`config.mk`:
```
export PLATFORM = sky130hd
export DESIGN_NAME = sofst_range
export DESIGN_NICKNAME = d
export VERILOG_FILES = /design/src/design/sofst_pkg.sv /design/src/design/sofst_range.sv
export SDC_FILE = /design/constraint.sdc
export NUM_CORES = 1
export LEC_CHECK = 0
export ABC_AREA = 1
export CAP_MARGIN = 10
export CELL_PAD_IN_SITES_DETAIL_PLACEMENT = 0
export CELL_PAD_IN_SITES_GLOBAL_PLACEMENT = 1
export CORE_UTILIZATION = 41
export DETAILED_ROUTE_END_ITERATION = 16
export DONT_BUFFER_PORTS = 1
export GPL_ROUTABILITY_DRIVEN = 0
export PLACE_DENSITY = 0.76
export SYNTH_ARGS = -nofsm -noshare
export SYNTH_HDL_FRONTEND = slang
export SYNTH_SLANG_ARGS = --single-unit
```
`constraint.sdc`:
```
create_clock -name clk -period 16 [get_ports clk]
set_clock_uncertainty 0.1 [all_clocks]
set_input_delay 2.4 -clock clk [delete_from_list [all_inputs] [get_ports clk]]
set_output_delay 2.4 -clock clk [all_outputs]
set_load 0.05 [all_outputs]
```
`src/design/sofst_pkg.sv`:
```
// Types and codes of the offset floor search table.
// No dependencies; imported by every module of the block.
package sofst_pkg;

  localparam logic [2:0] REQ_CLEAR  = 3'd0;
  localparam logic [2:0] REQ_APPEND = 3'd1;
  localparam logic [2:0] REQ_FLOOR  = 3'd2;
  localparam logic [2:0] REQ_READ   = 3'd3;
  localparam logic [2:0] REQ_NEXT   = 3'd4;
  localparam logic [2:0] REQ_PREV   = 3'd5;

  localparam logic [1:0] ST_OK   = 2'd0;
  localparam logic [1:0] ST_FULL = 2'd1;
  localparam logic [1:0] ST_MISS = 2'd2;

  typedef enum logic [5:0] {
    S_IDLE  = 6'b000001,
    S_FIRST = 6'b000010,
    S_LAST  = 6'b000100,
    S_PROBE = 6'b001000,
    S_FVAL  = 6'b010000,
    S_RDOUT = 6'b100000
  } state_t;

  typedef struct packed {
    logic load;
    logic step;
    logic le;
  } range_ctl_t;

endpackage

```
`src/design/sofst_range.sv`:
```
// Bisection bounds of the floor search: lo/hi registers and next probe index.
// Depends on sofst_pkg.
module sofst_range #(
  parameter int IDX_W = 12
) (
  input  logic                   clk,
  input  sofst_pkg::range_ctl_t  ctl,
  input  logic [IDX_W-1:0]       top_idx,
  output logic [IDX_W-1:0]       probe_idx,
  output logic [IDX_W-1:0]       floor_idx,
  output logic                   more
);
  import sofst_pkg::*;

  logic [IDX_W-1:0] lo_r;
  logic [IDX_W-1:0] hi_r;
  logic [IDX_W-1:0] lo_nxt;
  logic [IDX_W-1:0] hi_nxt;
  logic [IDX_W-1:0] mid_cur;

  always_comb begin
    mid_cur = lo_r + ((hi_r - lo_r) >> 1);
    lo_nxt  = lo_r;
    hi_nxt  = hi_r;
    if (ctl.load) begin
      lo_nxt = '0;
      hi_nxt = top_idx;
    end else if (ctl.step) begin
      if (ctl.le) begin
        lo_nxt = mid_cur;
      end else begin
        hi_nxt = mid_cur;
      end
    end
  end

  assign probe_idx = lo_nxt + ((hi_nxt - lo_nxt) >> 1);
  assign floor_idx = lo_nxt;
  assign more      = (({1'b0, lo_nxt} + (IDX_W+1)'(1)) < {1'b0, hi_nxt});

  always_ff @(posedge clk) begin
    lo_r <= lo_nxt;
    hi_r <= hi_nxt;
  end

endmodule

```
==> results.txt <==
The final number of hold-violating endpoints came out at 0. The post-synthesis to final-layout area growth came out at 4.24%. The clock period minus final worst setup slack came out at ~9.3 ns. STA classifies the critical path startpoint as an input port. Entering global routing, the biggest net connects 24 pins. The total area inside the core boundary comes to ~8400 um^2. The register clock-pin slew on the reported worst setup and hold paths is 0.08 ns. The completed layout was analyzed and its total power is 0.656 mW. The via count of the first global-routing pass is 3265. After synthesis, the mean cell area works out to 6.42 um^2.

The element type at the critical path end is an output port. The area of the die came out at 9240 um^2. The average wire length per cell after detail routing came out at roughly 13 um. The number of antenna violations at the first check in global routing is 0. For this design the top-level I/O count stands at 41.

The post-route core utilization came out at 0.452. On the final layout, the worst hold slack is 0.563 ns. The Yosys step of the flow raised 0 warnings. The simple logic cell fraction of the synthesized area is 0.302. The flip-flop and latch count after synthesis is 24.

Setup violations remaining at the end of the flow were counted as 0. The post-detailed-route count of antenna-violating nets came out at 0. The critical path goes through inv_1 -> nand2_1 -> inv_1 -> nand2_1 -> o211ai_1 -> o21ai_0 -> fa_1 -> o21ai_0 -> a21o_1 -> a21oi_1 -> o21bai_1 -> o21ai_2 -> xor2_1 -> ha_1 -> nand2_1 -> nor2_1 -> nand2_1 -> o211ai_1 -> a21oi_1 -> nor2_1 -> nor2_1 -> xnor2_1. The largest vdd supply drop is 127 uV. Counting instances in the post-synthesis netlist gives the leading cell types as sky130_fd_sc_hd__nand2_1, sky130_fd_sc_hd__inv_1, sky130_fd_sc_hd__a21oi_1. The first-pass detailed-route iteration total is 5. The number of enable-type register cells in the synthesized netlist came out at 0.

The share of the clock period used by the worst path came out at 0.581. The effective utilization at floorplan is 0.433. For this run, the top clock speed supported by timing is 0.107 GHz.

The worst register-to-register path begins at lo_r[1]$_DFF_P_. Setup repair after global routing left no endpoint under its margin. The dominant combinational cell family by area after synthesis is simple AND/OR/NAND/NOR gates.

The die is 96.1 um wide. The count of instances resized after the clock tree is built is 0. The net count of the mapped netlist came out at 642. The fraction of layout instances using a drive strength above 1 came out at 0.0691. For the final routed database, the setup TNS stands at 0 ns. The leakage power of the design is 2.06 nW.

The final setup slack of the worst path came out at 6.70 ns. Of the total synthesized cell area, the portion taken by XOR and XNOR cells is 0.0916. The length in cells of the worst reg-to-reg path is 19.

The largest stage delay on the critical path is 0.85 ns. The number of cells produced by synthesis is around 570. The number of levels in the clock H-tree came out at 1. The number of distinct library cells after synthesis came out at 40. The initial detailed-routing violation count is 141. At the worst endpoint, the required time is 13.50 ns.

The average vias per placed instance is 5.13. The repair_antennas step left the layout with diodes totalling 0. The buffer cell driving the clock tree root is sky130_fd_sc_hd__clkbuf_8. The detailed-route via count came out at between 3000 and 4000. TritonCTS built the clock tree. The number of buffer cells added on primary ports is 0.

The biggest fanout along the worst timing path is 13. The critical path starts at ctl[0]. The run finished with clean final reports. Following the worst setup path forward leads to its endpoint at probe_idx[10]. Of the total synthesized cell area, the portion taken by full adders, half adders and majority gates is 0.215. The overall routed net length is approximately 9000 um. The number of hold buffers added after cts is 0. The final net count came out at 641. The slack of the worst reg-to-reg path came out at 11.99 ns. The die is 96.1 um tall.

The total standard cell area after synthesis is between 3000 and 4000 um^2. The mux contribution to synthesized area came out at 0. The number of remaining DRC errors is 0. The post-placement worst setup slack is between 6 and 7 ns. The worst hold path belongs to the class register to register. The most used flip-flop cell after synthesis is sky130_fd_sc_hd__dfxtp_1. The first global-routing pass estimated 14900 um of wire. The most common cell in the synthesized netlist is sky130_fd_sc_hd__nand2_1. The post-CTS setup repair buffer count is 0.

The relative slew slack is 0.258. In this run the critical register-to-register path is captured at lo_r[11]$_DFF_P_. Summed over all instances, the cell type with the most area after synthesis is sky130_fd_sc_hd__ha_1.

The clock insertion delay at the later pin of the skew report is between 0.2 and 0.3 ns. The floorplan has 33 rows. For this run, asynchronously set or reset flops after synthesis account for 0. The number of slew-limit violations in the final report came out at 0. The clock net in this run drives a total of 24 sinks. The signal arrival time at the worst endpoint is 6.80 ns. The power per cell area came out at 173 nW/um^2. The buffer levels on the longest clock path is 2. The synthesized-area fraction occupied by ao, oa, aoi and oai cells came out at 0.148.

The number of maximum-capacitance violations is 0. The startpoint of the tightest hold check path is hi_r[0]$_DFF_P_. The overall global routing resource usage came out at 0.207. The slowest library cell on the worst path is sky130_fd_sc_hd__xnor2_1.

The worst setup path is of the input port to output port kind. Clock tree synthesis inserted a total of 3 buffers. The sum of net half-perimeters after detailed placement came out at 7790 um. The total global routing overflow is 0. The transition time at the pin with the least slew margin came out at around 1.1 ns.

By area the synthesized netlist is led by sky130_fd_sc_hd__ha_1, sky130_fd_sc_hd__nand2_1, sky130_fd_sc_hd__dfxtp_1, sky130_fd_sc_hd__inv_1, sky130_fd_sc_hd__a21oi_1. The proportion of netlist area held by the largest area contributor is 0.193. Of the synthesized area, sequential elements account for 0.132.

The most numerous cell type found on the critical path is sky130_fd_sc_hd__nand2_1.
## worst min path at each step
stage | endpoint | slack [ns] | cells past startpoint
final | hi_r[0]$_DFF_P_ | 0.56 | 4
after global routing | hi_r[4]$_DFF_P_ | 0.60 | 3
after CTS | hi_r[0]$_DFF_P_ | 0.56 | 4
after detailed placement | hi_r[0]$_DFF_P_ | 0.53 | 4
after global placement | hi_r[5]$_DFF_P_ | 0.54 | 3
after floorplan | hi_r[0]$_DFF_P_ | 0.46 | 4
## flip-flops by register name (all words and copies together) (netlist names)
name / cells
hi_r: 12
lo_r: 12
## final cells by class
type | count | area (um^2)
fillers | 890 | 4600
well taps | 105 | 131
flip-flops and latches | 24 | 480
clock buffers | 4 | 55.1
inverters | 96 | 363
multi-input cells | 439 | 2750
repair buffers | 1 | 7.51
## kinds of logic after synthesis
kind of cell	Yosys count
compound gates	96
simple gates	245
fa+ha+maj	60
flops	24
xor+xnor	38
buf+inv	103
## metal layers
layer | up-vias | track usage | share of wire
li1 | 1830 | - | -
met1 | 1538 | 0.284 | 0.50
met2 | 61 | 0.355 | 0.47
met3 | 2 | 0.0134 | 0.028
met4 | 0 | 0.0398 | 0.0038
met5 | - | 0 | 0
## through the flow
step | instance area [um^2] | instances
detailed placement | 3730 | 665
CTS | 3790 | 669
floorplan | 3630 | 566
global route | 3790 | 669
finish | 3790 | 669
global placement | 3730 | 665
## power by group
part	switching [mW]	leakage [nW]	internal, mW
Combinational	0.384	1.83	0.155
Clock	0.0190	0.0288	0.0220
Sequential	0.00707	0.200	0.0687
## worst max-delay path, delay by kind of cell
kind / cells / cell delay [ns]
adders and majority gates: 2 / 0.86
and+or+nand+nor: 7 / 0.74
buffers and inverters: 2 / 0.41
AOI/OAI and AO/OA: 9 / 1.45
xor gates and xnor gates: 2 / 0.94
## cells in the final DEF, fill, tap and decap left out, types with 4 or more instances in the layout
master	instances
sky130_fd_sc_hd__nor2_1	30
sky130_fd_sc_hd__inv_1	88
sky130_fd_sc_hd__inv_2	7
sky130_fd_sc_hd__dfxtp_1	24
sky130_fd_sc_hd__fa_1	4
sky130_fd_sc_hd__nand4_1	10
sky130_fd_sc_hd__nand3_1	38
sky130_fd_sc_hd__o211ai_1	5
sky130_fd_sc_hd__xnor2_1	11
sky130_fd_sc_hd__o21a_1	5
sky130_fd_sc_hd__clkbuf_8	4
sky130_fd_sc_hd__nand2_2	8
sky130_fd_sc_hd__nor2_2	6
sky130_fd_sc_hd__ha_1	56
sky130_fd_sc_hd__o21ai_0	12
sky130_fd_sc_hd__a21o_1	5
sky130_fd_sc_hd__a21oi_1	58
sky130_fd_sc_hd__nand2_1	138
sky130_fd_sc_hd__xor2_1	27
Power figures use the tool's default switching activity.
